==> config.mk <==
export PLATFORM = sky130hd
export DESIGN_NAME = hall_sensor_angle_decoder
export DESIGN_NICKNAME = d
export VERILOG_FILES = /design/src/rtl/hsad_pkg.sv /design/src/rtl/hsad_channel.sv /design/src/rtl/hsad_sector.sv /design/src/rtl/hall_sensor_angle_decoder.sv
export SDC_FILE = /design/constraint.sdc
export NUM_CORES = 2
export LEC_CHECK = 0
export BUFFER_PORTS_ARGS = -buffer_cell sky130_fd_sc_hd__buf_2
export CAP_MARGIN = 25
export CORE_MARGIN = 2
export CORE_UTILIZATION = 37
export DETAILED_ROUTE_END_ITERATION = 8
export GPL_TIMING_DRIVEN = 0
export HOLD_SLACK_MARGIN = 0.15
export PLACE_DENSITY = 0.56
export SYNTH_ARGS = -nofsm -noshare
export SYNTH_HDL_FRONTEND = slang
export SYNTH_SLANG_ARGS = --single-unit
export TNS_END_PERCENT = 20
==> constraint.sdc <==
create_clock -name clk_i -period 10.45 [get_ports clk_i]
set_input_delay 2.09 -clock clk_i [delete_from_list [all_inputs] [get_ports clk_i]]
set_output_delay 2.09 -clock clk_i [all_outputs]
set_load 0.05 [all_outputs]
==> src/rtl/hsad_pkg.sv <==
// Package for the hall sensor angle decoder.
// Holds config field widths, register indexes, the config struct and the sector tables.
// No dependencies.
package hsad_pkg;

  // Config registers are 16-bit unsigned Q1.15
  localparam int unsigned CfgW          = 16;
  localparam int unsigned CfgFrac       = 15;
  localparam int unsigned LevelFracBits = 15;

  // Register indexes on the config port
  localparam int unsigned CfgIdxW = 2;
  localparam logic [CfgIdxW-1:0] REG_FILTER_GAIN    = 2'd0;
  localparam logic [CfgIdxW-1:0] REG_FILTER_DECAY   = 2'd1;
  localparam logic [CfgIdxW-1:0] REG_THRESHOLD_HIGH = 2'd2;
  localparam logic [CfgIdxW-1:0] REG_THRESHOLD_LOW  = 2'd3;

  // Reset values of the config registers
  localparam logic [CfgW-1:0] GAIN_RST     = 16'd32768;
  localparam logic [CfgW-1:0] DECAY_RST    = 16'd0;
  localparam logic [CfgW-1:0] THR_HIGH_RST = 16'd19661;
  localparam logic [CfgW-1:0] THR_LOW_RST  = 16'd13107;

  // Sector codes that carry no position
  localparam logic [2:0] CODE_ALL_LOW  = 3'd0;
  localparam logic [2:0] CODE_ALL_HIGH = 3'd7;

  typedef struct packed {
    logic [CfgW-1:0] gain;
    logic [CfgW-1:0] decay;
    logic [CfgW-1:0] thr_high;
    logic [CfgW-1:0] thr_low;
  } cfg_t;

  typedef struct packed {
    logic [2:0]  pos;
    logic [15:0] angle;
    logic        valid;
  } sect_res_t;

  // Map a valid sector code to its sixth of a turn
  function automatic logic [2:0] hsad_sector_pos(input logic [2:0] code);
    logic [2:0] pos;
    case (code)
      3'd1:    pos = 3'd5;
      3'd2:    pos = 3'd3;
      3'd3:    pos = 3'd4;
      3'd4:    pos = 3'd1;
      3'd5:    pos = 3'd0;
      3'd6:    pos = 3'd2;
      default: pos = 3'd0;
    endcase
    return pos;
  endfunction

  // Angle of a sixth in Q3.13 radians, round(pos * 2pi / 6)
  function automatic logic [15:0] hsad_angle(input logic [2:0] pos);
    logic [15:0] ang;
    case (pos)
      3'd0:    ang = 16'd0;
      3'd1:    ang = 16'd8579;
      3'd2:    ang = 16'd17157;
      3'd3:    ang = 16'd25736;
      3'd4:    ang = 16'd34315;
      3'd5:    ang = 16'd42893;
      default: ang = 16'd0;
    endcase
    return ang;
  endfunction

endpackage

==> src/rtl/hsad_channel.sv <==
// One hall channel: first-order low-pass filter and hysteresis comparator.
// Depends on hsad_pkg.
module hsad_channel import hsad_pkg::*; #(
  parameter int unsigned LEVEL_FRAC_BITS = LevelFracBits
) (
  input  logic clk_i,
  input  logic rst_ni,
  input  logic en_i,
  input  logic hall_i,
  input  cfg_t cfg_i,
  output logic bit_d_o
);

  localparam int unsigned LvlW = LEVEL_FRAC_BITS + 1;
  localparam int unsigned PrdW = CfgW + LvlW;
  localparam int unsigned SumW = PrdW + 1;
  localparam int unsigned ShW  = SumW - CfgFrac;
  localparam int unsigned CmpW = CfgW + LEVEL_FRAC_BITS + 1;
  localparam logic [LvlW-1:0] One = LvlW'(1) << LEVEL_FRAC_BITS;

  logic [LvlW-1:0] level_q, level_d;
  logic            bit_q, bit_d;
  logic [PrdW-1:0] decay_prod;
  logic [SumW-1:0] sum;
  logic [ShW-1:0]  sum_sh;
  logic [CmpW-1:0] lvl_scaled, thr_high_scaled, thr_low_scaled;

  // Filter: weighted input plus decayed level, truncate, saturate at one
  always_comb begin
    decay_prod = PrdW'(cfg_i.decay) * PrdW'(level_q);
    sum        = SumW'(decay_prod);
    if (hall_i) begin
      sum = sum + (SumW'(cfg_i.gain) << LEVEL_FRAC_BITS);
    end
    sum_sh = ShW'(sum >> CfgFrac);
    if (sum_sh > ShW'(One)) begin
      level_d = One;
    end else begin
      level_d = LvlW'(sum_sh);
    end
  end

  // Hysteresis: set test wins over clear test
  always_comb begin
    lvl_scaled      = CmpW'(level_d) << CfgFrac;
    thr_high_scaled = CmpW'(cfg_i.thr_high) << LEVEL_FRAC_BITS;
    thr_low_scaled  = CmpW'(cfg_i.thr_low) << LEVEL_FRAC_BITS;
    if (lvl_scaled >= thr_high_scaled) begin
      bit_d = 1'b1;
    end else if (lvl_scaled <= thr_low_scaled) begin
      bit_d = 1'b0;
    end else begin
      bit_d = bit_q;
    end
  end

  assign bit_d_o = bit_d;

  // Advance channel state once per word
  always_ff @(posedge clk_i or negedge rst_ni) begin
    if (!rst_ni) begin
      level_q <= '0;
      bit_q   <= 1'b0;
    end else if (en_i) begin
      level_q <= level_d;
      bit_q   <= bit_d;
    end
  end

endmodule

==> src/rtl/hsad_sector.sv <==
// Sector decode: qualified code to position and angle, holding the last valid position.
// Depends on hsad_pkg.
module hsad_sector import hsad_pkg::*; (
  input  logic      clk_i,
  input  logic      rst_ni,
  input  logic      en_i,
  input  logic [2:0] code_i,
  output sect_res_t res_o
);

  logic [2:0] last_pos_q, last_pos_d;
  logic       code_ok;

  // Codes with all bits equal carry no position
  assign code_ok    = (code_i != CODE_ALL_LOW) && (code_i != CODE_ALL_HIGH);
  assign last_pos_d = code_ok ? hsad_sector_pos(code_i) : last_pos_q;

  assign res_o.pos   = last_pos_d;
  assign res_o.angle = hsad_angle(last_pos_d);
  assign res_o.valid = code_ok;

  // Hold the last good position
  always_ff @(posedge clk_i or negedge rst_ni) begin
    if (!rst_ni) begin
      last_pos_q <= 3'd0;
    end else if (en_i) begin
      last_pos_q <= last_pos_d;
    end
  end

endmodule

==> src/rtl/hall_sensor_angle_decoder.sv <==
// Hall sensor angle decoder: top level with config registers, input and result registers.
// Depends on hsad_pkg, hsad_channel and hsad_sector.
//
// Takes one word of three raw hall bits per cycle while in_stall_o is low and returns
// one result word per input word. An accepted word is held first in the input register
// and then in the result register, which drives the outputs. Each
// line is low-pass filtered (level' = min(1, (gain*bit + decay*level) >> 15)), qualified by a
// hysteresis comparator, and the three bits form a sector code that maps to a position in
// sixths of a turn and a Q3.13 angle. Codes 0 and 7 clear angle_valid and repeat the last
// position. The rate of one word per cycle, when the output is not stalled, is set by the
// filter update, a single multiply-add per channel that closes its loop between the input
// register and the result register. Write config only while no word is in flight.
module hall_sensor_angle_decoder import hsad_pkg::*; #(
  parameter int unsigned LEVEL_FRAC_BITS = LevelFracBits
) (
  input  logic               clk_i,
  input  logic               rst_ni,
  // config port
  input  logic               cfg_we_i,
  input  logic [CfgIdxW-1:0] cfg_index_i,
  input  logic [CfgW-1:0]    cfg_data_i,
  // input channel
  input  logic               in_valid_i,
  output logic               in_stall_o,
  input  logic               hall_a_i,
  input  logic               hall_b_i,
  input  logic               hall_c_i,
  // result channel
  output logic               out_valid_o,
  input  logic               out_stall_i,
  output logic [2:0]         position_sixth_o,
  output logic [15:0]        angle_rad_o,
  output logic [2:0]         sector_code_o,
  output logic               angle_valid_o
);

  cfg_t       cfg_q;
  logic       s1_valid_q;
  logic [2:0] s1_hall_q;
  logic       out_valid_q;
  logic       out_free;
  logic       s1_adv;
  logic       in_acc;
  logic [2:0] bit_d;
  sect_res_t  sect_res;
  logic [2:0] res_pos_q;
  logic [15:0] res_angle_q;
  logic [2:0] res_code_q;
  logic       res_valid_q;

  // Config registers
  always_ff @(posedge clk_i or negedge rst_ni) begin
    if (!rst_ni) begin
      cfg_q.gain     <= GAIN_RST;
      cfg_q.decay    <= DECAY_RST;
      cfg_q.thr_high <= THR_HIGH_RST;
      cfg_q.thr_low  <= THR_LOW_RST;
    end else if (cfg_we_i) begin
      case (cfg_index_i)
        REG_FILTER_GAIN:    cfg_q.gain     <= cfg_data_i;
        REG_FILTER_DECAY:   cfg_q.decay    <= cfg_data_i;
        REG_THRESHOLD_HIGH: cfg_q.thr_high <= cfg_data_i;
        REG_THRESHOLD_LOW:  cfg_q.thr_low  <= cfg_data_i;
        default: ;
      endcase
    end
  end

  // Handshake: result register frees when empty or taken
  assign out_free   = !out_valid_q || !out_stall_i;
  assign s1_adv     = s1_valid_q && out_free;
  assign in_stall_o = s1_valid_q && !out_free;
  assign in_acc     = in_valid_i && !in_stall_o;

  // Input register
  always_ff @(posedge clk_i or negedge rst_ni) begin
    if (!rst_ni) begin
      s1_valid_q <= 1'b0;
    end else if (in_acc) begin
      s1_valid_q <= 1'b1;
    end else if (s1_adv) begin
      s1_valid_q <= 1'b0;
    end
  end

  always_ff @(posedge clk_i) begin
    if (in_acc) begin
      s1_hall_q <= {hall_a_i, hall_b_i, hall_c_i};
    end
  end

  // Filter and qualify each line
  for (genvar ch = 0; ch < 3; ch++) begin : g_ch
    hsad_channel #(
      .LEVEL_FRAC_BITS(LEVEL_FRAC_BITS)
    ) u_channel (
      .clk_i   (clk_i),
      .rst_ni  (rst_ni),
      .en_i    (s1_adv),
      .hall_i  (s1_hall_q[ch]),
      .cfg_i   (cfg_q),
      .bit_d_o (bit_d[ch])
    );
  end

  // Decode the sector code
  hsad_sector u_sector (
    .clk_i  (clk_i),
    .rst_ni (rst_ni),
    .en_i   (s1_adv),
    .code_i (bit_d),
    .res_o  (sect_res)
  );

  // Result register
  always_ff @(posedge clk_i or negedge rst_ni) begin
    if (!rst_ni) begin
      out_valid_q <= 1'b0;
    end else if (out_free) begin
      out_valid_q <= s1_valid_q;
    end
  end

  always_ff @(posedge clk_i) begin
    if (s1_adv) begin
      res_pos_q   <= sect_res.pos;
      res_angle_q <= sect_res.angle;
      res_code_q  <= bit_d;
      res_valid_q <= sect_res.valid;
    end
  end

  assign out_valid_o      = out_valid_q;
  assign position_sixth_o = res_pos_q;
  assign angle_rad_o      = res_angle_q;
  assign sector_code_o    = res_code_q;
  assign angle_valid_o    = res_valid_q;

  // Valid flag agrees with the code it was decoded from
  assert property (@(posedge clk_i) disable iff (!rst_ni)
    out_valid_q |-> (res_valid_q == ((res_code_q != CODE_ALL_LOW) &&
                                     (res_code_q != CODE_ALL_HIGH))))
    else $error("angle_valid does not match sector_code");

  // Angle follows the reported position
  assert property (@(posedge clk_i) disable iff (!rst_ni)
    out_valid_q |-> (res_angle_q == hsad_angle(res_pos_q)))
    else $error("angle_rad does not match position_sixth");

  // A word leaving the input register lands in the result register
  assert property (@(posedge clk_i) disable iff (!rst_ni)
    s1_adv |=> out_valid_q)
    else $error("word lost between input and result register");

  // Input stalls only while a word is held
  assert property (@(posedge clk_i) disable iff (!rst_ni)
    in_stall_o |-> (s1_valid_q && out_valid_q))
    else $error("input stalled with room to advance");

endmodule
==> results by group <==
Clock tree
  – Latest clock arrival within the worst-skew pair: 460 ps
  – CTS clk-pin slew, worst paths: 70 ps
  – TritonCTS Buffers: 17
  – Clock sinks: approximately 140
  – Hold-fix buffers, CTS: 0
  – Clock Tree Root: clkbuf_16
  – TritonCTS clock tree: built
  – H-tree depth: 4
  – Clock Tree Buf Depth: 2

Detailed routing
  – Avg WL per Cell: 23.0 um
  – Routed vias: 31300
  – ANT nets after route: 0
  – Drt total wl: 132000 um
  – Iteration-0 DRC count of the detailed router: about 2400
  – Via-to-Cell Ratio: 5.45
  – Remaining DRCs: 0
  – Initial DRT Pass Iterations: 5

Status
  – Outcome: finished with violations
  – Failing checks: setup timing

Critical path
  – WS Path Type: flop to flop
  – CP max-delay cell: o211ai_1
  – Max incr delay on CP: 570 ps
  – CP arrival: 11040 ps
  – Worst setup EP type: flop
  – CP delay by family, top: adder cells
  – CP Buf/Inv Count: 12
  – Worst Path Max Fanout: 6
  – Cell mode on critical path: fa_1
  – Worst endpoint required time: 10660 ps
  – Critical path startpoint category: flop

Final layout
  – Finished Core Util: 44.5%
  – Final nets: approximately 5500
  – Share of cells above drive strength 1: 19.7%
  – Finished Cell Area: between 40000 and 50000 um2
  – P&R area growth vs syn: 19.3%

STA
  – RSZ-0062 raised after global routing: true
  – Worst Setup Slack, final: -380 ps
  – Tcrit/Tclk final: 104%
  – Slew headroom: 32.7%
  – Slew Limit Fails: 0
  – Period minus WS final: roughly 11000 ps
  – Setup Viol. Count Final: 19
  – Worst Skew: 14.1 ps
  – Achievable Freq: 92.3 MHz
  – Worst-Margin Slew: about 1000 ps
  – Hold Vio Cnt, Final: 0

Synthesis
  – #FFs+latches synth: 139
  – FFs w/ async S/R, synth: a little under nine tenths
  – Most frequent cell after synthesis: inv_1
  – Cells after synthesis: ~4200
  – Post-synth top cells: 730 x inv_1, 582 x fa_1, 569 x nand2_1, 447 x ha_1, 372 x and2_1
  – Distinct cell type count of the synthesized netlist: 88
  – Synth top area cells: fa_1 32%, ha_1 15%, inv_1 7.5%
  – Yosys warns: 0
  – Sequential fraction of the synthesis area: 9.83%
  – Syn_area_per_cell: about 8.7 um2
  – Area leader, netlist: fa_1
  – Synthesized area: roughly 37000 um2
  – Post-synth EDFFs: 19
  – Area share of the largest cell type after synthesis: 31.9%
  – Ys flop type: dfrtp_1

GRT
  – Global-route wire length before repair: 200000 um
  – Largest net degree at the start of global routing: 74
  – Initial antenna violation count: 9
  – GR Util All Layers: a little over a quarter
  – Number of global-route vias before repair: 32000
  – Total gr overflow: 0

Floorplan
  – I/O pins: 51
  – Starting density of the core: 37.3%
  – Die X: between 300 and 400 um
  – Die ar.: just over 100000 um2
  – Core area: 98100 um2
  – Number of core rows: 115
  – Die H: 318 um

Placement
  – Port bufs: 45
  – Placed standard-cell area: 38600 um2
  – GP Congestion: 0.942
  – Dpl ws: -3330 ps
  – DPL Wire Length: 105000 um

Run
  – Max_cap viols: 0

Min path
  – Worst Hold Class: flop to flop
==> path summary, 6_finish.rpt <==
| check | slack [ps] | endpoint | from | depth (start not counted) |
|---|---|---|---|---|
| max | -380 | angle_rad_o[15]$_DFFE_PP_ | cfg_q[39]$_DFFE_PN0P_ | 44 |
| min | 500 | out_valid_o$_DFFE_PN0P_ | s1_valid_q$_DFFE_PN0P_ | 1 |
| max reg2reg | -380 | angle_rad_o[15]$_DFFE_PP_ | cfg_q[39]$_DFFE_PN0P_ | 44 |
| min reg2reg | 500 | out_valid_o$_DFFE_PN0P_ | s1_valid_q$_DFFE_PN0P_ | 1 |
| max in group asynchronous | 8070 | cfg_q[18]$_DFFE_PN1P_ | rst_ni | 2 |
| min in group asynchronous | 1570 | g_ch[0].u_channel.level_q[5]$_DFFE_PN0P_ | rst_ni | 1 |
==> registers in the layout (all words and copies together) (netlist names) <==
signal / flops
s1_valid_q: 1
g_ch.u_channel.level_q: 48
angle_valid_o: 1
out_valid_o: 1
angle_rad_o: 9
sector_code_o: 3
cfg_q: 64
s1_hall_q: 3
position_sixth_o: 3
u_sector.last_pos_q: 3
g_ch.u_channel.bit_q: 3
==> metal layers <==
layer	wire length [um]	up-vias	GRT usage, %	share of wire (%)
met3	11000	269	4.85	8.3
met4	7550	4	12.5	5.7
li1	-	14000	-	-
met5	27	-	0	0.020
met2	59300	1240	41.6	45
met1	54200	15800	34.8	41
==> cell families after synthesis <==
logic type                 after synthesis  synth area share [%]
other                                    1                0.0103
AOI/OAI and AO/OA                      600                  10.9
muxes                                   95                  2.87
xor gates and xnor gates                83                  1.99
buffers and inverters                  936                  9.78
and+or+nand+nor                       1314                  17.5
adders and majority gates             1029                  47.1
DFF                                    139                  9.83
==> per-stage QoR <==
step	hold slack (ps)	instances	TNS (ps)
2_1_floorplan	447	4201	-59.0
4_1_cts	496	5676	-4180
3_3_place_gp	485	5533	-77070
3_5_place_dp	488	5542	-69720
5_1_grt	516	5742	-10400
6_report	500	5744	-3400
==> final cells by class <==
cell class | count | area, um2
Timing Repair Buffer | 236 | 1850
Multi-Input combinational cell | 3126 | 31500
Sequential cell | 139 | 3650
Buffer | 186 | 1660
Clock buffer | 17 | 425
Antenna cell | 3 | 7.51
Fill cell | 9743 | 54500
Tap cell | 1287 | 1610
Inverter | 735 | 2770
Clock inverter | 15 | 179
==> cell usage in the layout (no fill, tap or decap), drive strengths merged, types with 58 or more instances in the layout <==
master / netlist / final
a21oi: 193 / 193
ha: 447 / 447
inv: 730 / 735
xnor2: 58 / 58
nand2: 569 / 569
mux2: 79 / 79
buf: 20 / 282
nor2: 145 / 145
dfrtp: 103 / 103
clkbuf: 181 / 157
o21ai: 113 / 113
and2: 372 / 372
a21o: 59 / 59
fa: 582 / 582
==> timing repair <==
item / 4_1_cts / 5_1_grt
pin swaps: 87 / 127
setup buffers: 113 / 66
gates cloned: 1 / 1
endpoints found under the setup margin: 37 / 22
resized for setup: 575 / 241
Power is left out: the tool's default activity adds up to more than one toggle a clock period on the data nets, which glitch-free logic cannot reach.
